--- src/hdl/assert_macros.svh ---
// Assertion macros shared by the solver modules.
`ifndef ASSERT_MACROS_SVH
`define ASSERT_MACROS_SVH

// Check a property on every clock edge outside reset.
`define PDS_ASSERT(label, prop) \
    label: assert property (@(posedge i_clk) disable iff (!i_rst_n) prop) \
        else $error("pll divider solver assertion failed");

// Check that a condition implies another in the same cycle.
`define PDS_ASSERT_IMP(label, ante, cons) `PDS_ASSERT(label, (ante) |-> (cons))

`endif

--- src/hdl/pds_pkg.sv ---
// Types and constants of the PLL divider solver.
package pds_pkg;

    localparam int PDS_PRE_DIV_MAX  = 15;
    localparam int PDS_POST_DIV_MAX = 7;
    localparam int PDS_FB_DIV_MAX   = 400;

    localparam longint unsigned PLLIN_MIN_HZ = 64'd5000000;
    localparam longint unsigned PLLIN_MAX_HZ = 64'd64000000;
    localparam longint unsigned VCO_LOW_HZ   = 64'd500000000;
    localparam longint unsigned VCO_HIGH_HZ  = 64'd1600000000;
    localparam longint unsigned OUT_LIMIT_HZ = 64'd800000000;
    localparam longint unsigned FB_DIV_MIN   = 64'd16;

    localparam int WANT_W = 30;

    typedef enum logic [1:0] {
        CODE_OK      = 2'd0,
        CODE_INVALID = 2'd1,
        CODE_NOSOL   = 2'd2
    } t_code;

    typedef enum logic [3:0] {
        S_IDLE,
        S_START,
        S_PRE,
        S_MULA,
        S_MULB,
        S_MULC,
        S_RANGE,
        S_DIV,
        S_CHECK,
        S_FINISH
    } t_state;

    typedef struct packed {
        logic  load;
        logic  step_pre;
        logic  step_p2;
        logic  step_p1;
        logic  mul_a;
        logic  mul_b;
        logic  mul_c;
        logic  div_init;
        logic  div_step;
        logic  set_code;
        t_code code;
        logic  res_we;
    } t_cmd;

    typedef struct packed {
        logic zero_arg;
        logic want_high;
        logic pre_ok;
        logic last_pre;
        logic last_p2;
        logic last_p1;
        logic too_big;
        logic div_last;
        logic hit;
    } t_stat;

endpackage

--- src/hdl/pds_if.sv ---
// Valid/ready channel interfaces of the PLL divider solver.
interface pds_in_if;
    logic        valid;
    logic        ready;
    logic [31:0] reference_hz;
    logic [31:0] wanted_hz;

    modport source (output valid, output reference_hz, output wanted_hz, input ready);
    modport sink (input valid, input reference_hz, input wanted_hz, output ready);
endinterface

interface pds_out_if;
    logic        valid;
    logic        ready;
    logic [1:0]  status;
    logic [8:0]  fb_divider;
    logic [3:0]  pre_divider;
    logic [2:0]  post_divider_one;
    logic [2:0]  post_divider_two;
    logic [29:0] achieved_hz;

    modport source (
        output valid, output status, output fb_divider, output pre_divider,
        output post_divider_one, output post_divider_two, output achieved_hz,
        input ready
    );
    modport sink (
        input valid, input status, input fb_divider, input pre_divider,
        input post_divider_one, input post_divider_two, input achieved_hz,
        output ready
    );
endinterface

--- src/hdl/pds_datapath.sv ---
// Datapath of the PLL divider solver: candidate counters, products, divider, result word.
`include "assert_macros.svh"

module pds_datapath
    import pds_pkg::*;
#(
    parameter int PRE_DIV_MAX  = PDS_PRE_DIV_MAX,
    parameter int POST_DIV_MAX = PDS_POST_DIV_MAX,
    parameter int FB_DIV_MAX   = PDS_FB_DIV_MAX
) (
    input  logic        i_clk,
    input  logic        i_rst_n,
    input  logic [31:0] i_reference_hz,
    input  logic [31:0] i_wanted_hz,
    input  t_cmd        i_cmd,
    output t_stat       o_stat,
    output logic [1:0]  o_status,
    output logic [8:0]  o_fb_divider,
    output logic [3:0]  o_pre_divider,
    output logic [2:0]  o_post_divider_one,
    output logic [2:0]  o_post_divider_two,
    output logic [29:0] o_achieved_hz
);

    localparam int PRE_W  = $clog2(PRE_DIV_MAX + 1);
    localparam int POST_W = $clog2(POST_DIV_MAX + 1);
    localparam int FB_W   = $clog2(FB_DIV_MAX + 1);
    localparam int PPA_W  = PRE_W + POST_W;
    localparam int PP_W   = PPA_W + POST_W;
    localparam int NUM_W  = WANT_W + PP_W;
    localparam int CW     = (NUM_W > 32 + FB_W) ? NUM_W : 32 + FB_W;
    localparam int CNT_W  = $clog2(FB_W);

    logic [31:0]       r_ref;
    logic [31:0]       r_want;
    logic [PRE_W-1:0]  r_pre;
    logic [POST_W-1:0] r_p2;
    logic [POST_W-1:0] r_p1;
    logic [PPA_W-1:0]  r_ppa;
    logic [PP_W-1:0]   r_pp;
    logic [NUM_W-1:0]  r_num;
    logic [31:0]       r_rem;
    logic [FB_W-1:0]   r_low;
    logic [FB_W-1:0]   r_quo;
    logic [CNT_W-1:0]  r_cnt;
    t_code             r_code;

    logic [1:0]        r_res_status;
    logic [8:0]        r_res_fb;
    logic [3:0]        r_res_pre;
    logic [2:0]        r_res_p1;
    logic [2:0]        r_res_p2;
    logic [29:0]       r_res_hz;

    logic [32:0]       n_shift;
    logic [32:0]       n_diff;
    logic [CW-1:0]     n_num_w;
    logic [CW-1:0]     n_pre_w;

    assign n_shift = {r_rem, r_low[FB_W-1]};
    assign n_diff  = n_shift - {1'b0, r_ref};
    assign n_num_w = CW'(r_num);
    assign n_pre_w = CW'(r_pre);

    always_comb begin
        o_stat.zero_arg  = (r_ref == 32'd0) || (r_want == 32'd0);
        o_stat.want_high = r_want > 32'(OUT_LIMIT_HZ);
        o_stat.pre_ok    = !((CW'(r_ref) < CW'(PLLIN_MIN_HZ) * n_pre_w)
                          || (CW'(r_ref) > CW'(PLLIN_MAX_HZ) * n_pre_w));
        o_stat.last_pre  = r_pre == PRE_W'(PRE_DIV_MAX);
        o_stat.last_p2   = r_p2 == POST_W'(POST_DIV_MAX);
        o_stat.last_p1   = r_p1 == POST_W'(POST_DIV_MAX);
        o_stat.too_big   = n_num_w >= (CW'(r_ref) << FB_W);
        o_stat.div_last  = r_cnt == CNT_W'(FB_W - 1);
        o_stat.hit       = (r_rem == 32'd0)
                        && (r_quo >= FB_W'(FB_DIV_MIN))
                        && (r_quo <= FB_W'(FB_DIV_MAX))
                        && (n_num_w >= CW'(VCO_LOW_HZ) * n_pre_w)
                        && (n_num_w <= CW'(VCO_HIGH_HZ) * n_pre_w);
    end

    always_ff @(posedge i_clk) begin
        if (!i_rst_n) begin
            r_pre <= PRE_W'(1);
            r_p2  <= POST_W'(1);
            r_p1  <= POST_W'(1);
        end else if (i_cmd.load) begin
            r_pre <= PRE_W'(1);
            r_p2  <= POST_W'(1);
            r_p1  <= POST_W'(1);
        end else if (i_cmd.step_pre) begin
            r_pre <= r_pre + PRE_W'(1);
            r_p2  <= POST_W'(1);
            r_p1  <= POST_W'(1);
        end else if (i_cmd.step_p2) begin
            r_p2 <= r_p2 + POST_W'(1);
            r_p1 <= r_p2 + POST_W'(1);
        end else if (i_cmd.step_p1) begin
            r_p1 <= r_p1 + POST_W'(1);
        end
    end

    always_ff @(posedge i_clk) begin
        if (i_cmd.load) begin
            r_ref  <= i_reference_hz;
            r_want <= i_wanted_hz;
        end
        if (i_cmd.mul_a) begin
            r_ppa <= PPA_W'(r_pre) * PPA_W'(r_p2);
        end
        if (i_cmd.mul_b) begin
            r_pp <= PP_W'(r_ppa) * PP_W'(r_p1);
        end
        if (i_cmd.mul_c) begin
            r_num <= NUM_W'(r_want[WANT_W-1:0]) * NUM_W'(r_pp);
        end
        if (i_cmd.div_init) begin
            r_rem <= 32'(r_num >> FB_W);
            r_low <= r_num[FB_W-1:0];
            r_quo <= '0;
            r_cnt <= '0;
        end else if (i_cmd.div_step) begin
            r_low <= r_low << 1;
            r_cnt <= r_cnt + CNT_W'(1);
            if (!n_diff[32]) begin
                r_rem <= n_diff[31:0];
                r_quo <= {r_quo[FB_W-2:0], 1'b1};
            end else begin
                r_rem <= n_shift[31:0];
                r_quo <= {r_quo[FB_W-2:0], 1'b0};
            end
        end
        if (i_cmd.set_code) begin
            r_code <= i_cmd.code;
        end
        if (i_cmd.res_we) begin
            r_res_status <= r_code;
            if (r_code == CODE_OK) begin
                r_res_fb  <= 9'(r_quo);
                r_res_pre <= 4'(r_pre);
                r_res_p1  <= 3'(r_p1);
                r_res_p2  <= 3'(r_p2);
                r_res_hz  <= 30'(r_want);
            end else begin
                r_res_fb  <= '0;
                r_res_pre <= '0;
                r_res_p1  <= '0;
                r_res_p2  <= '0;
                r_res_hz  <= '0;
            end
        end
    end

    assign o_status           = r_res_status;
    assign o_fb_divider       = r_res_fb;
    assign o_pre_divider      = r_res_pre;
    assign o_post_divider_one = r_res_p1;
    assign o_post_divider_two = r_res_p2;
    assign o_achieved_hz      = r_res_hz;

    `PDS_ASSERT_IMP(a_div_rem_bound, i_cmd.div_step, r_rem < r_ref)
    `PDS_ASSERT(a_post_order, r_p1 >= r_p2)

endmodule

--- src/hdl/pds_ctrl.sv ---
// Controller of the PLL divider solver: search sequencing and result handshake.
`include "assert_macros.svh"

module pds_ctrl
    import pds_pkg::*;
(
    input  logic  i_clk,
    input  logic  i_rst_n,
    input  logic  i_in_valid,
    output logic  o_in_ready,
    output logic  o_out_valid,
    input  logic  i_out_ready,
    input  t_stat i_stat,
    output t_cmd  o_cmd
);

    t_state r_state;
    t_state n_state;
    logic   r_out_valid;
    logic   n_out_valid;
    t_cmd   adv_cmd;
    t_state adv_state;

    always_ff @(posedge i_clk) begin
        if (!i_rst_n) begin
            r_state     <= S_IDLE;
            r_out_valid <= 1'b0;
        end else begin
            r_state     <= n_state;
            r_out_valid <= n_out_valid;
        end
    end

    // advance to the next candidate
    always_comb begin
        adv_cmd   = '0;
        adv_state = S_MULA;
        if (!i_stat.last_p1) begin
            adv_cmd.step_p1 = 1'b1;
        end else if (!i_stat.last_p2) begin
            adv_cmd.step_p2 = 1'b1;
        end else if (!i_stat.last_pre) begin
            adv_cmd.step_pre = 1'b1;
            adv_state        = S_PRE;
        end else begin
            adv_cmd.set_code = 1'b1;
            adv_cmd.code     = CODE_NOSOL;
            adv_state        = S_FINISH;
        end
    end

    always_comb begin
        n_state = r_state;
        o_cmd   = '0;
        unique case (r_state)
            S_IDLE: begin
                if (i_in_valid) begin
                    o_cmd.load = 1'b1;
                    n_state    = S_START;
                end
            end
            S_START: begin
                if (i_stat.zero_arg) begin
                    o_cmd.set_code = 1'b1;
                    o_cmd.code     = CODE_INVALID;
                    n_state        = S_FINISH;
                end else if (i_stat.want_high) begin
                    o_cmd.set_code = 1'b1;
                    o_cmd.code     = CODE_NOSOL;
                    n_state        = S_FINISH;
                end else begin
                    n_state = S_PRE;
                end
            end
            S_PRE: begin
                if (i_stat.pre_ok) begin
                    n_state = S_MULA;
                end else if (i_stat.last_pre) begin
                    o_cmd.set_code = 1'b1;
                    o_cmd.code     = CODE_NOSOL;
                    n_state        = S_FINISH;
                end else begin
                    o_cmd.step_pre = 1'b1;
                end
            end
            S_MULA: begin
                o_cmd.mul_a = 1'b1;
                n_state     = S_MULB;
            end
            S_MULB: begin
                o_cmd.mul_b = 1'b1;
                n_state     = S_MULC;
            end
            S_MULC: begin
                o_cmd.mul_c = 1'b1;
                n_state     = S_RANGE;
            end
            S_RANGE: begin
                if (i_stat.too_big) begin
                    o_cmd   = adv_cmd;
                    n_state = adv_state;
                end else begin
                    o_cmd.div_init = 1'b1;
                    n_state        = S_DIV;
                end
            end
            S_DIV: begin
                o_cmd.div_step = 1'b1;
                if (i_stat.div_last) begin
                    n_state = S_CHECK;
                end
            end
            S_CHECK: begin
                if (i_stat.hit) begin
                    o_cmd.set_code = 1'b1;
                    o_cmd.code     = CODE_OK;
                    n_state        = S_FINISH;
                end else begin
                    o_cmd   = adv_cmd;
                    n_state = adv_state;
                end
            end
            S_FINISH: begin
                if (!r_out_valid || i_out_ready) begin
                    o_cmd.res_we = 1'b1;
                    n_state      = S_IDLE;
                end
            end
            default: begin
                n_state = S_IDLE;
            end
        endcase
    end

    always_comb begin
        n_out_valid = r_out_valid;
        if (o_cmd.res_we) begin
            n_out_valid = 1'b1;
        end else if (r_out_valid && i_out_ready) begin
            n_out_valid = 1'b0;
        end
    end

    assign o_in_ready  = r_state == S_IDLE;
    assign o_out_valid = r_out_valid;

    `PDS_ASSERT_IMP(a_out_from_finish, $rose(r_out_valid), $past(r_state == S_FINISH))
    `PDS_ASSERT(a_div_to_check, (r_state == S_DIV) && i_stat.div_last |=> r_state == S_CHECK)

endmodule

--- src/hdl/pll_divider_solver.sv ---
// PLL divider solver: takes a reference and a wanted frequency in hertz and returns the first
// exact setting of pre-divider, second and first post dividers and feedback divider, searched
// in that order, with status ok, invalid argument or no solution. One word is worked at a time:
// after acceptance, a start state checks the arguments, then each pre-divider is tested for its
// input range, and each candidate (post1 >= post2) passes the multiply states, a range test and,
// if in range, the restoring divider that forms the feedback divider one bit per cycle; a finish
// state loads the output register once the last result there has been taken. With defaults the
// search space holds 420 candidates. A finished result waits in an output register while the
// next word is accepted.
module pll_divider_solver
    import pds_pkg::*;
#(
    parameter int PRE_DIV_MAX  = PDS_PRE_DIV_MAX,
    parameter int POST_DIV_MAX = PDS_POST_DIV_MAX,
    parameter int FB_DIV_MAX   = PDS_FB_DIV_MAX
) (
    input  logic      i_clk,
    input  logic      i_rst_n,
    pds_in_if.sink    i_in,
    pds_out_if.source o_out
);

    t_cmd  cmd;
    t_stat stat;

    pds_ctrl u_ctrl (
        .i_clk       (i_clk),
        .i_rst_n     (i_rst_n),
        .i_in_valid  (i_in.valid),
        .o_in_ready  (i_in.ready),
        .o_out_valid (o_out.valid),
        .i_out_ready (o_out.ready),
        .i_stat      (stat),
        .o_cmd       (cmd)
    );

    pds_datapath #(
        .PRE_DIV_MAX  (PRE_DIV_MAX),
        .POST_DIV_MAX (POST_DIV_MAX),
        .FB_DIV_MAX   (FB_DIV_MAX)
    ) u_datapath (
        .i_clk              (i_clk),
        .i_rst_n            (i_rst_n),
        .i_reference_hz     (i_in.reference_hz),
        .i_wanted_hz        (i_in.wanted_hz),
        .i_cmd              (cmd),
        .o_stat             (stat),
        .o_status           (o_out.status),
        .o_fb_divider       (o_out.fb_divider),
        .o_pre_divider      (o_out.pre_divider),
        .o_post_divider_one (o_out.post_divider_one),
        .o_post_divider_two (o_out.post_divider_two),
        .o_achieved_hz      (o_out.achieved_hz)
    );

endmodule
--- src/flat_wrapper.sv ---
// flat-port wrapper written by rule: the top's interface ports become plain ports
module pll_divider_solver_flat import pds_pkg::*;
#(
    parameter int PRE_DIV_MAX  = PDS_PRE_DIV_MAX,
    parameter int POST_DIV_MAX = PDS_POST_DIV_MAX,
    parameter int FB_DIV_MAX   = PDS_FB_DIV_MAX
)
  (i_clk, i_rst_n, i_in_valid, i_in_reference_hz, i_in_wanted_hz, i_in_ready, o_out_valid, o_out_status, o_out_fb_divider, o_out_pre_divider, o_out_post_divider_one, o_out_post_divider_two, o_out_achieved_hz, o_out_ready);
  pds_in_if i_in_i ();
  pds_out_if o_out_i ();
  input  logic i_clk;
  input  logic i_rst_n;
  input wire logic [$bits(i_in_i.valid)-1:0] i_in_valid;
  input wire logic [$bits(i_in_i.reference_hz)-1:0] i_in_reference_hz;
  input wire logic [$bits(i_in_i.wanted_hz)-1:0] i_in_wanted_hz;
  output wire logic [$bits(i_in_i.ready)-1:0] i_in_ready;
  output wire logic [$bits(o_out_i.valid)-1:0] o_out_valid;
  output wire logic [$bits(o_out_i.status)-1:0] o_out_status;
  output wire logic [$bits(o_out_i.fb_divider)-1:0] o_out_fb_divider;
  output wire logic [$bits(o_out_i.pre_divider)-1:0] o_out_pre_divider;
  output wire logic [$bits(o_out_i.post_divider_one)-1:0] o_out_post_divider_one;
  output wire logic [$bits(o_out_i.post_divider_two)-1:0] o_out_post_divider_two;
  output wire logic [$bits(o_out_i.achieved_hz)-1:0] o_out_achieved_hz;
  input wire logic [$bits(o_out_i.ready)-1:0] o_out_ready;
  assign i_in_i.valid = i_in_valid;
  assign i_in_i.reference_hz = i_in_reference_hz;
  assign i_in_i.wanted_hz = i_in_wanted_hz;
  assign i_in_ready = i_in_i.ready;
  assign o_out_valid = o_out_i.valid;
  assign o_out_status = o_out_i.status;
  assign o_out_fb_divider = o_out_i.fb_divider;
  assign o_out_pre_divider = o_out_i.pre_divider;
  assign o_out_post_divider_one = o_out_i.post_divider_one;
  assign o_out_post_divider_two = o_out_i.post_divider_two;
  assign o_out_achieved_hz = o_out_i.achieved_hz;
  assign o_out_i.ready = o_out_ready;
  pll_divider_solver #(.PRE_DIV_MAX(PRE_DIV_MAX), .POST_DIV_MAX(POST_DIV_MAX), .FB_DIV_MAX(FB_DIV_MAX)) u_core (.i_clk(i_clk), .i_rst_n(i_rst_n), .i_in(i_in_i), .o_out(o_out_i));
endmodule
--- config.mk ---
export PLATFORM = sky130hd
export DESIGN_NAME = pll_divider_solver_flat
export DESIGN_NICKNAME = d
export VERILOG_FILES = /design/src/hdl/pds_pkg.sv /design/src/hdl/pds_if.sv /design/src/hdl/pds_datapath.sv /design/src/hdl/pds_ctrl.sv /design/src/hdl/pll_divider_solver.sv /design/src/flat_wrapper.sv
export VERILOG_INCLUDE_DIRS = /design/src /design/src/hdl
export SDC_FILE = /design/constraint.sdc
export NUM_CORES = 1
export LEC_CHECK = 0
export ABC_CLOCK_PERIOD_IN_PS = 5900
export BUFFER_PORTS_ARGS = -buffer_cell sky130_fd_sc_hd__buf_2
export CAP_MARGIN = 20
export CORE_UTILIZATION = 58
export CTS_CLUSTER_DIAMETER = 80
export DETAILED_ROUTE_END_ITERATION = 8
export PLACE_DENSITY_LB_ADDON = 0.1
export SLEW_MARGIN = 20
export SYNTH_ARGS = -nofsm -noshare
export SYNTH_HDL_FRONTEND = slang
export SYNTH_SLANG_ARGS = --single-unit
--- constraint.sdc ---
create_clock -name i_clk -period 5.9 [get_ports i_clk]
set_input_delay 0.295 -clock i_clk [delete_from_list [all_inputs] [get_ports i_clk]]
set_output_delay 0.295 -clock i_clk [all_outputs]
set_load 0.02 [all_outputs]
# After elaboration in Yosys (flattened, before gate mapping)
# Index checks and enable logic that the tools add are counted.
dict set report op_classes {
  bitwise 1
  muxes 52
  magnitude_cmp 8
  n_addsub 5
  n_eq_ne 17
  reduce_logical 20
  multipliers 7
}
# operator n
set ops {}
lappend ops {{32-bit zero test} 3}
lappend ops {{31-bit 2-to-1 mux} 2}
lappend ops {{4-bit 2-to-1 mux} 13}
lappend ops {{40-bit by 41-bit greater-or-equal comparator with 1-bit output} 1}
lappend ops {{40-bit by 33-bit greater-or-equal comparator with 1-bit output} 1}
lappend ops {{40-bit by 35-bit less-or-equal comparator with 1-bit output} 1}
lappend ops {{30-bit by 10-bit multiplier with 40-bit output} 1}
lappend ops {{4-bit one-hot mux with 10 select lines} 1}
lappend ops {{33-bit by 32-bit subtractor with 33-bit output} 1}
lappend ops {{32-bit by 30-bit greater-than comparator with 1-bit output} 1}
lappend ops {{32-bit by 30-bit greater-than comparator with 1-bit output (second input constant)} 1}
lappend ops {{32-bit by 27-bit less-than comparator with 1-bit output} 1}
lappend ops {{32-bit 2-to-1 mux} 1}
lappend ops {{3-bit 2-to-1 mux} 9}
lappend ops {{21-bit by 4-bit multiplier with 25-bit output (first input constant)} 1}
lappend ops {{19-bit by 4-bit multiplier with 23-bit output (first input constant)} 1}
lappend ops {{17-bit by 4-bit multiplier with 21-bit output (first input constant)} 1}
lappend ops {{14-bit by 4-bit multiplier with 18-bit output (first input constant)} 1}
lappend ops {{9-bit 2-to-1 mux} 2}
lappend ops {{1-bit one-hot mux with 3 select lines} 6}
lappend ops {{4-bit by 3-bit equality test with 1-bit output (second input constant)} 4}
lappend ops {{4-bit equality test (second input constant)} 4}
lappend ops {{3-bit one-hot mux with 4 select lines} 1}
lappend ops {{1-bit 2-to-1 mux} 11}
lappend ops {{other kinds (27)} 41}
dict set report totals {
  ff_bits 243
  output_inout_bits 53
  wordCells 132
  input_bits 68
}

# Depth between registers and ports, before layout
# Gate-level depths: netlist of the first run.
dict set report depth {
  word_depth 9
  mapped_depth 27
  depth_no_buf 25
}

# Modules after synthesis
# From an unflattened synthesis of the first run, not the netlist that was laid out.
dict set report hier_totals {
  hier_cells 2815
  area_unflattened_um2 26721.9
}
# mod cells_per_inst instances seq_area_each_um2 area_per_inst_um2
set by_module_without_submodules {}
lappend by_module_without_submodules {pds_datapath 2725 1 6906.6 26075.0}
lappend by_module_without_submodules {pds_ctrl 90 1 100.1 646.9}

# Worst setup path after synthesis of the first run
# OpenSTA, ideal clock, no wires.
dict set report synth_path {
  path_kind {reg-to-reg}
  start {register u_core.u_datapath.r_pre[2]}
  end {register u_core.u_datapath.r_p2[0]}
  t_arrival_ns 6.002
  period_less_slack_ns 6.129
  required_ns 5.773
  path_buffers 2
  slack_ns -0.229
  stages_incl_launch_ff 27
  setup_ns 0.127
  path_cell_list {dfxtp_1 > clkbuf_1 > clkinv_1 > ha_1 > inv_1 > fa_1 > ha_1 > nor2b_1 > o21ai_0 > a21oi_1 > o21ai_0 > a211oi_1 > o2111ai_1 > a21oi_1 > o21a_1 > o21ai_0 > xnor2_1 > ha_1 > nand3_1 > or2_2 > a2111oi_0 > o31ai_1 > a22o_1 > and2_1 > or2_0 > buf_6 > or3_1}
}
dict set report synth_via {
  elab_chain_len 7
  word_cells_on_any_way 21
  classes_between {4 x mul; 4 x order compare; 1 x eq/ne; 8 x mux; 4 x reduce/logical}
}
# item line_no
set synth_rtl {}
lappend synth_rtl {{start: declaration} pds_datapath.sv:36} ;# logic [PRE_W-1:0] r_pre;
lappend synth_rtl {{start signal: assignment} pds_datapath.sv:92} ;# r_pre <= r_pre + PRE_W'(1);
lappend synth_rtl {{21-bit by 4-bit multiplier with 25-bit output / 4-bit equality test (equally long branches)} {pds_datapath.sv:78, pds_datapath.sv:70}}
lappend synth_rtl {{40-bit by 33-bit greater-or-equal comparator with 1-bit output / 1-bit 2-to-1 mux (equally long branches)} {pds_datapath.sv:78, pds_ctrl.sv:42, pds_ctrl.sv:78}}
lappend synth_rtl {{1-bit logical AND / 1-bit 2-to-1 mux (equally long branches)} {pds_datapath.sv:78, pds_ctrl.sv:40}}
lappend synth_rtl {{1-bit logical AND / 2-bit 2-to-1 mux (equally long branches)} {pds_datapath.sv:79, pds_ctrl.sv:38}}
lappend synth_rtl {{8-bit 2-to-1 mux / 6-bit 2-to-1 mux (equally long branches)} {pds_ctrl.sv:114, pds_ctrl.sv:99}}
lappend synth_rtl {{1-bit one-hot mux with 3 select lines} pds_ctrl.sv:55} ;# unique case (r_state)
lappend synth_rtl {{3-bit OR reduction (no source line)} -}
lappend synth_rtl {{end signal: assignment} pds_datapath.sv:96} ;# r_p2 <= r_p2 + POST_W'(1);
lappend synth_rtl {{end: declaration} pds_datapath.sv:37} ;# logic [POST_W-1:0] r_p2;
# Several ways; a longest one is shown, not always the timed one.
# A chain may end at the register's enable or synchronous reset.

# Worst setup path after layout of the first run
dict set report layout_path {
  start {register u_core.u_datapath.r_pp[4]}
  end {register u_core.u_datapath.r_num[38] (data pin)}
}
dict set report layout_via {
  elab_chain_len 1
}
# item line_no
set layout_rtl {}
lappend layout_rtl {{start: declaration} pds_datapath.sv:40} ;# logic [PP_W-1:0] r_pp;
lappend layout_rtl {{start signal: assignment} pds_datapath.sv:112} ;# r_pp <= PP_W'(r_ppa) * PP_W'(r_p1);
lappend layout_rtl {{30-bit by 10-bit multiplier with 40-bit output} pds_datapath.sv:115} ;# r_num <= NUM_W'(r_want[WANT_W-1:0]) * NUM_W'(r_pp);
lappend layout_rtl {{end signal: assignment} pds_datapath.sv:115}
lappend layout_rtl {{end: declaration} pds_datapath.sv:41} ;# logic [NUM_W-1:0] r_num;
# Every way passes these cells.

==> results of run 1 <==
critical path, stage by stage (launching register included):
cell	delay [ns]
edfxtp_1	0.53
and2_4	0.23
fa_1	0.46
fa_1	0.52
fa_1	0.58
fa_1	0.46
fa_1	0.49
ha_1	0.32
and4_1	0.22
a21boi_2	0.19
a21oi_2	0.08
o22a_1	0.20
a211o_1	0.32
a2111oi_4	0.32
buf_4	0.18
nor3_4	0.04
o31ai_2	0.22
a21oi_1	0.11
xnor2_1	0.12
state kept, by name, indices dropped and copies added (netlist names), 7 cells and up:
register                         flops
u_core.u_datapath.r_num             40
u_core.u_datapath.r_ref             32
u_core.u_datapath.r_rem             32
u_core.u_datapath.r_want            32
u_core.u_datapath.o_achieved_hz     30
u_core.u_datapath.r_pp              10
u_core.u_datapath.o_fb_divider       9
u_core.u_datapath.r_low              9
u_core.u_datapath.r_quo              9
u_core.u_datapath.r_ppa              7
timing repair:
action / in CTS / in global routing
gates resized for setup: 40 / 105
buffers inserted: 30 / 27
hold buffers: 65 / 0
pin swaps: 16 / 65
endpoints found under the setup margin: 10 / 26
hold endpoints to repair: 65 / 0
gates cloned: 2 / 0
Yosys cell counts (14+ instances only):
library cell	count	area [µm²]
nand4_1	31	194
ha_1	297	3720
a21oi_1	144	721
inv_1	278	1040
dfxtp_1	29	581
a21o_1	71	533
a31oi_1	19	119
nor4_1	32	200
fa_1	244	4880
a211oi_1	16	120
mux2i_1	28	280
and2_1	194	1210
xor2_1	36	315
nor3_1	47	235
o21ai_0	90	450
edfxtp_1	214	6430
o21a_1	19	143
nand2_1	294	1100
nand3_1	29	145
nand2b_1	21	131
o211ai_1	14	105
clkbuf_1	89	334
nor2b_1	24	150
xnor2_1	83	727
nor2_1	127	477
kinds of logic after synthesis:
family / Yosys count / synth area share
AOI/OAI and AO/OA: 484 / 0.122
xor gates and xnor gates: 119 / 0.0402
adders and majority gates: 541 / 0.332
buffers and inverters: 380 / 0.0559
DFF: 243 / 0.270
muxes: 36 / 0.0143
and+or+nand+nor: 856 / 0.165
per-stage QoR:
step | hold WS (ns) | utilization | setup WS, ns
CTS | 0.0191 | 0.691 | -0.0128
detailed placement | 0.473 | 0.642 | -0.320
floorplan | 0.394 | - | 0.00412
global route | 0.0736 | 0.706 | -0.163
finish | 0.0453 | 0.706 | 0.0552
global placement | 0.471 | 0.642 | -0.265
per-layer routing:
layer,track usage,up-vias
met5,0,-
li1,-,9913
met1,0.431,10400
met4,0.168,0
met2,0.562,796
met3,0.0441,196
worst paths after layout:
check / endpoint / start / slack (ns) / depth (start not counted)
hold reg to reg: u_core.u_datapath.r_quo[5] / u_core.u_datapath.r_quo[5] / 0.49 / 2
hold / removal: u_core.u_ctrl.o_out_valid / o_out_ready / 0.05 / 4
setup reg to reg: u_core.u_datapath.r_num[38] / u_core.u_datapath.r_pp[4] / 0.06 / 18
setup / recovery: u_core.u_datapath.r_num[38] / u_core.u_datapath.r_pp[4] / 0.06 / 18
cell usage in the layout (no fill, tap or decap), types with 83 or more instances in the layout:
| cell type | n |
|---|---|
| nor2_1 | 122 |
| edfxtp_1 | 214 |
| a21oi_1 | 133 |
| and2_1 | 190 |
| fa_1 | 238 |
| buf_2 | 123 |
| ha_1 | 287 |
| inv_1 | 274 |
| nand2_1 | 287 |
| buf_4 | 222 |
| xnor2_1 | 83 |
cell type report:
cell class | instances | share of cell area
Clock inverter | 18 | 0.00787
Inverter | 280 | 0.0338
Timing Repair Buffer | 436 | 0.107
Multi-Input combinational cell | 2036 | 0.578
Sequential cell | 243 | 0.225
Clock buffer | 36 | 0.0251
Tap cell | 592 | 0.0238
==> results.md, run 1 <==
Floorplanning:
- The initial utilization of the core area, before any placement, comes to 0.587.
- about 120 I/O pins were placed.
- The die covers between 0.04 and 0.05 mm².
- The initialized floorplan defines 77 standard-cell rows.
- The chip height is 213 µm.
- The core area is approximately 0.044 mm².
- The overall die width is between 200 and 250 µm.

Yosys:
- The total standard cell area after synthesis is approximately 0.026 mm².
- The number of enable-type register cells in the synthesized netlist is about 210.
- Synthesis produced a netlist whose cell count is between 2,000 and 3,000.
- The number of unique standard cell types used by synthesis is 87.
- The flop and latch count out of synthesis is 243.
- The synthesized netlist net count is 3,268.
- The number of warnings issued by yosys is 0.
- A synthesized cell averages 9.74 µm².
- Of the synthesized area, sequential elements account for 0.270.
- The fraction of registers with async set or reset after synthesis is 0.
- The dominant synthesized flop cell is edfxtp_1.

Finish:
- For this run, the post-layout net count is between 3,000 and 4,000.
- The multi-input combinational cells in the finished layout cover a total of 0.0180 mm².
- The share of layout cells above drive strength 1 is 0.178.
- The synthesis-to-layout area growth is 20.3%.
- Registers take ~0.007 mm².
- Counting the fill cells in the layout gives 3,417.
- The number of antenna diodes in the final layout is 0.
- Summing all non-filler instances in the final layout gives an area of slightly above 0.03 mm².
- After the flow finishes, the layout carries non-filler instances totaling between 3,000 and 4,000.

Timing:
- The sum of negative setup slack is 0 ns.
- Subtracting the final worst setup slack from the clock period gives just under 6 ns.
- The headroom to the max-slew limit is 0.373.
- The number of hold-slack violations in the final timing report is 0.
- The share of the cycle needed by the critical path after routing is 0.991.
- The final count of pins violating max slew is 0.
- Setup repair after global routing could not meet its margin everywhere.
- Timing would allow up to about 170 MHz.
- For the final database, setup skew stands at 0.0147 ns.
- The count of final setup violators is 0.
- The pin slew with the least headroom to its limit is 0.935 ns.

Placement:
- Summed over all nets, the half-perimeter wirelength after detailed placement is 59,100 µm.
- Counting tap cells, the placed design contains a total of approximately 3,500 instances.
- The routability congestion estimate is 1.01.
- The count of buffers from port buffering is 120.
- The area after detailed placement is around 0.028 mm².

Clock network:
- The clock passes through at most 3 buffers.
- The root buffer cell is clkbuf_16.
- The number of buffers added by the clock tree synthesis step is 30.
- CTS saw ~240 sinks.
- The CTS tree is done.
- After clock tree synthesis, the clock-pin slew on the worst setup and hold paths is 0.07 ns.
- The clock latency reported for the late side of the worst-skew pair is approximately 0.60 ns.
- The level count of the clock H-tree is 1.

Job:
- The reported max-cap violation count is 0.

Route:
- In the detailed route, the total length drawn on met3 is between 4000 and 5000 µm.
- In the final routed layout, each cell accounts on average for between 20 and 25 µm.
- The wire length reported by the detailed router is between 70,000 and 80,000 µm.
- The first-pass iteration count of the detailed router is 5.
- In the routed layout, each cell is associated on average with a via count of slightly below 6.
- The DRC violations left is 0.
- Routed signal wires occupy layers up through met4.
- The total routed wire length on the met1 layer is a little over 30,000 µm.
- The total length of routed met2 wires is about 36,000 µm.
- The count of nets left with antenna violations once routing finished came out at 0.
- The number of vias in the routed layout is 21,400.
- The number of design-rule violations left by the first detailed-router iteration is approximately 1,600.

Worst setup path:
- Data arrives at the worst endpoint at approximately 6.2 ns.
- The kind of start point of the critical path is a register.
- STA classifies the critical path endpoint as a register.
- The maximum fanout along the worst path is 7.
- The worst setup path is of the reg2reg kind.
- STA puts the critical path data required time at around 6.3 ns.

Min path:
- The classification of the worst-slack hold path is in2reg.

Global route:
- The all-layer global routing usage is 0.336.
- The via count of the first global-routing pass is roughly 22,000.
- The first global-routing pass estimated roughly 120,000 µm of wire.
- The largest net degree at the start of global routing is 52.
- The global-route congestion overflow total is 0.
- The initial antenna violation count is 0.

Outcome:
- The flow ran to the end, and the final reports show no timing, DRC or antenna violations.
Power of run 1 is not shown: default switching activity piles up to over one toggle a cycle in this logic, so the estimate is an artifact.
==> inputs of run 2 (changes only) <==
--- a/config.mk
+++ b/config.mk
@@ -6,10 +6,10 @@
 export SDC_FILE = /design/constraint.sdc
 export NUM_CORES = 1
 export LEC_CHECK = 0
-export ABC_CLOCK_PERIOD_IN_PS = 5900
+export ABC_CLOCK_PERIOD_IN_PS = 7300
 export BUFFER_PORTS_ARGS = -buffer_cell sky130_fd_sc_hd__buf_2
 export CAP_MARGIN = 20
-export CORE_UTILIZATION = 58
+export CORE_UTILIZATION = 69
 export CTS_CLUSTER_DIAMETER = 80
 export DETAILED_ROUTE_END_ITERATION = 8
 export PLACE_DENSITY_LB_ADDON = 0.1
==> constraint.sdc (replaced) <==
create_clock -name i_clk -period 7.3 [get_ports i_clk]
set_input_delay 0.365 -clock i_clk [delete_from_list [all_inputs] [get_ports i_clk]]
set_output_delay 0.365 -clock i_clk [all_outputs]
set_load 0.02 [all_outputs]
==> run 2 against run 1 <==
  * Count of clock-buffer cells in the layout is the same
  * Via count rose by 0.32%
  * Flip-flop and latch count did not move
  * Final cell count down 9.4%
  * Die area fell by 16%
  * Wire length is 1.9% higher
  * Non-clock buffer count down 222
  * Critical path depth rose by 1
  * Clock skew up 0.0086 ns
  * Fmax down 15%
  * Critical path type unchanged
==> results.md, run 2 (synthesis results as in run 1) <==
Timing:
- The worst hold slack after final layout was 0.0882 ns (+0.0428 ns).
- The pin slew with the least headroom to its limit is 1.04 ns (+0.104 ns).
- The headroom to the max-slew limit was 0.302 (-0.0712).
- The count of final setup violators is 0 (unchanged).
- The final setup skew is 0.0233 ns (+0.00860 ns).
- The number of hold-slack violations in the final timing report is 0 (unchanged).
- The achievable clock frequency is 146 MHz (-15%).
- The final count of pins violating max slew is 0 (unchanged).
- The share of the cycle needed by the critical path after routing is 0.940 (-0.0511).
- The post-layout minimum cycle time came to 6.86 ns (+1.01 ns).
- Setup repair after global routing left no endpoint under its margin.
- The sum of negative setup slack was 0 ns (unchanged).

Finish:
- The synthesis-to-layout area growth is 10.8%.
- The share of layout cells above drive strength 1 came to 0.0872 (-0.0905).
- Ranked by flip-flop count, first place goes to u_core.u_datapath.r_num.
- The number of flip-flops in the largest register is 40 (unchanged).
- The post-route standard cell area excluding fillers is 0.0287 mm² (-7.9%).
- The library cell used most frequently in the layout, excluding fill and tap cells, is ha_1.
- The number of fill cells is 2,358 (-31%).
- In the layout the commonest cells are 297 x ha_1, 294 x nand2_1, 277 x inv_1, 244 x fa_1, 214 x edfxtp_1.
- The post-layout utilization of the core is 0.780 (+0.0739).
- The count of nets after finishing is 3,415 (-6.1%).

Route:
- The wire length reported by the detailed router is 77,200 µm (+1.9%).
- The remaining antenna violation count after routing was 0 (unchanged).
- The first-pass iteration count of the detailed router came to 5 (unchanged).
- The DRC violations left is 0 (unchanged).
- The number of design-rule violations left by the first detailed-router iteration was 1,673 (+1.8%).
- The ratio of routed vias to standard cells was 6.49 (+11%).
- The number of vias in the routed layout is 21,400 (+0.32%).
- The final routed wire length divided by cell count was 23.4 µm (+12%).

Worst setup path:
- The most used cell along the critical path is fa_1.
- The kind of critical path is reg2reg.
- STA classifies the critical path startpoint as a register.
- The slowest stage cell on the critical path is edfxtp_1.
- The count of buffer and inverter cells on the critical path is 3 (+2).
- The cell family contributing the most delay on the critical path is adder cells.
- The worst setup path is captured at a register.
- The required time of the critical path is 7.65 ns (+1.40 ns).
- Walking the worst path, the cells encountered are buf_4, nand2_1, fa_1, inv_1, fa_1, fa_1, fa_1, fa_1, ha_1, inv_1, nor2_1, nand3_1, o211ai_1, a22oi_1, o21ba_2, o31a_1, a21oi_1, nor4_1, a311o_1.
- The data arrival time of the worst path is 7.21 ns (+1.01 ns).
- The maximum fanout along the worst path is 20 (+13).
- The delay of the slowest cell on the worst path came to 0.89 ns (+0.31 ns).

Clock network:
- The CTS clock-pin slew for the worst setup and hold paths is 0.06 ns (about the same).
- The maximum buffer depth of the clock tree is 3 (unchanged).
- The number of buffers added for setup after CTS is 0 (-100%).
- TritonCTS built the clock tree.
- The level count of the clock H-tree is 1 (unchanged).
- The number of buffers added by the clock tree synthesis step is 31 (+3.3%).
- The clock latency reported for the late side of the worst-skew pair is 0.60 ns (about the same).
- The number of sinks handled by clock tree synthesis is 243 (unchanged).
- The root buffer cell is clkbuf_16.

Global route:
- The global-route wire length before repair is 119,000 µm (+1.4%).
- The largest net degree at the start of global routing is 53 (+1.9%).
- The global-route congestion overflow total is 0 (unchanged).
- The initial antenna violation count is 1 (+1).
- The all-layer global routing usage was 0.407 (+0.0701).
- The via count of the first global-routing pass is 22,200 (+2.4%).

Floorplanning:
- The initial core utilization is 0.704 (+0.117).
- The overall die width came to 196 µm (-8.2%).
- The core area is 0.0368 mm² (-17%).
- The total I/O pin count is 121 (unchanged).
- The standard-cell row count is 70 (-9.1%).
- The chip height is 196 µm (-8.2%).
- The full die area is 0.0383 mm² (-16%).

Job:
- The reported max-cap violation count is 0 (unchanged).

Placement:
- The detailed placement HPWL is 57,700 µm (-2.3%).
- The count of buffers from port buffering came to 120 (unchanged).
- The routability congestion estimate was 0.995 (-1.7%).
- The area after detailed placement was 0.0270 mm² (-4.9%).

Min path:
- The path class of the tightest hold or removal check is in2reg.

Outcome:
- The run finished with clean final reports.
## run 2: timing repair
item,in CTS,in global routing
hold buffers,64,0
setup endpoints to repair,0,8
hold endpoints to repair,64,0
resized for setup,0,3
## run 2: worst paths after layout
| kind | start | endpoint | slack (ns) | cells past startpoint |
|---|---|---|---|---|
| worst max-delay path | u_core.u_datapath.r_pp[7] | u_core.u_datapath.r_num[39] | 0.44 | 19 |
| worst min-delay path | i_rst_n | u_core.u_ctrl.r_state[3] | 0.09 | 3 |
| worst max register to register | u_core.u_datapath.r_pp[7] | u_core.u_datapath.r_num[39] | 0.44 | 19 |
| worst min register to register | u_core.u_datapath.r_quo[3] | u_core.u_datapath.r_quo[4] | 0.50 | 2 |
## run 2: layout make-up
cell class | count | area [µm²] | share of cell area
multi-input combinational | 2036 | 17500 | 0.609
sequential | 243 | 7010 | 0.244
timing repair buffer | 214 | 1480 | 0.0515
inverter | 280 | 1050 | 0.0366
clock buffer | 36 | 825 | 0.0287
tap | 468 | 586 | 0.0204
clock inverter | 22 | 255 | 0.00889
antenna | 1 | 2.50 | 0.0000872
## run 2: metal layers
layer	part of all wire	vias up	wire (µm)	global-route usage
met5	0	-	0	0
met4	0.074	0	5730	0.265
met3	0.090	383	6910	0.0684
met2	0.48	1284	36700	0.689
met1	0.36	10300	27800	0.481
li1	-	9472	-	-
## run 2: tightest hold or removal path: cells and delay by family
family,cells,cell delay (ns)
buffers and inverters,1,0.12
AND/OR/NAND/NOR,1,0.08
AO/OA/AOI/OAI,1,0.07
## run 2: metrics by stage
stage | cells | setup slack (ns)
floorplan | 2659 | 1.17
global placement | 3176 | 0.556
detailed placement | 3176 | 0.485
CTS | 3298 | 0.474
global route | 3299 | 0.00567
finish | 3300 | 0.442
Power of run 2 is left out for the same reason.
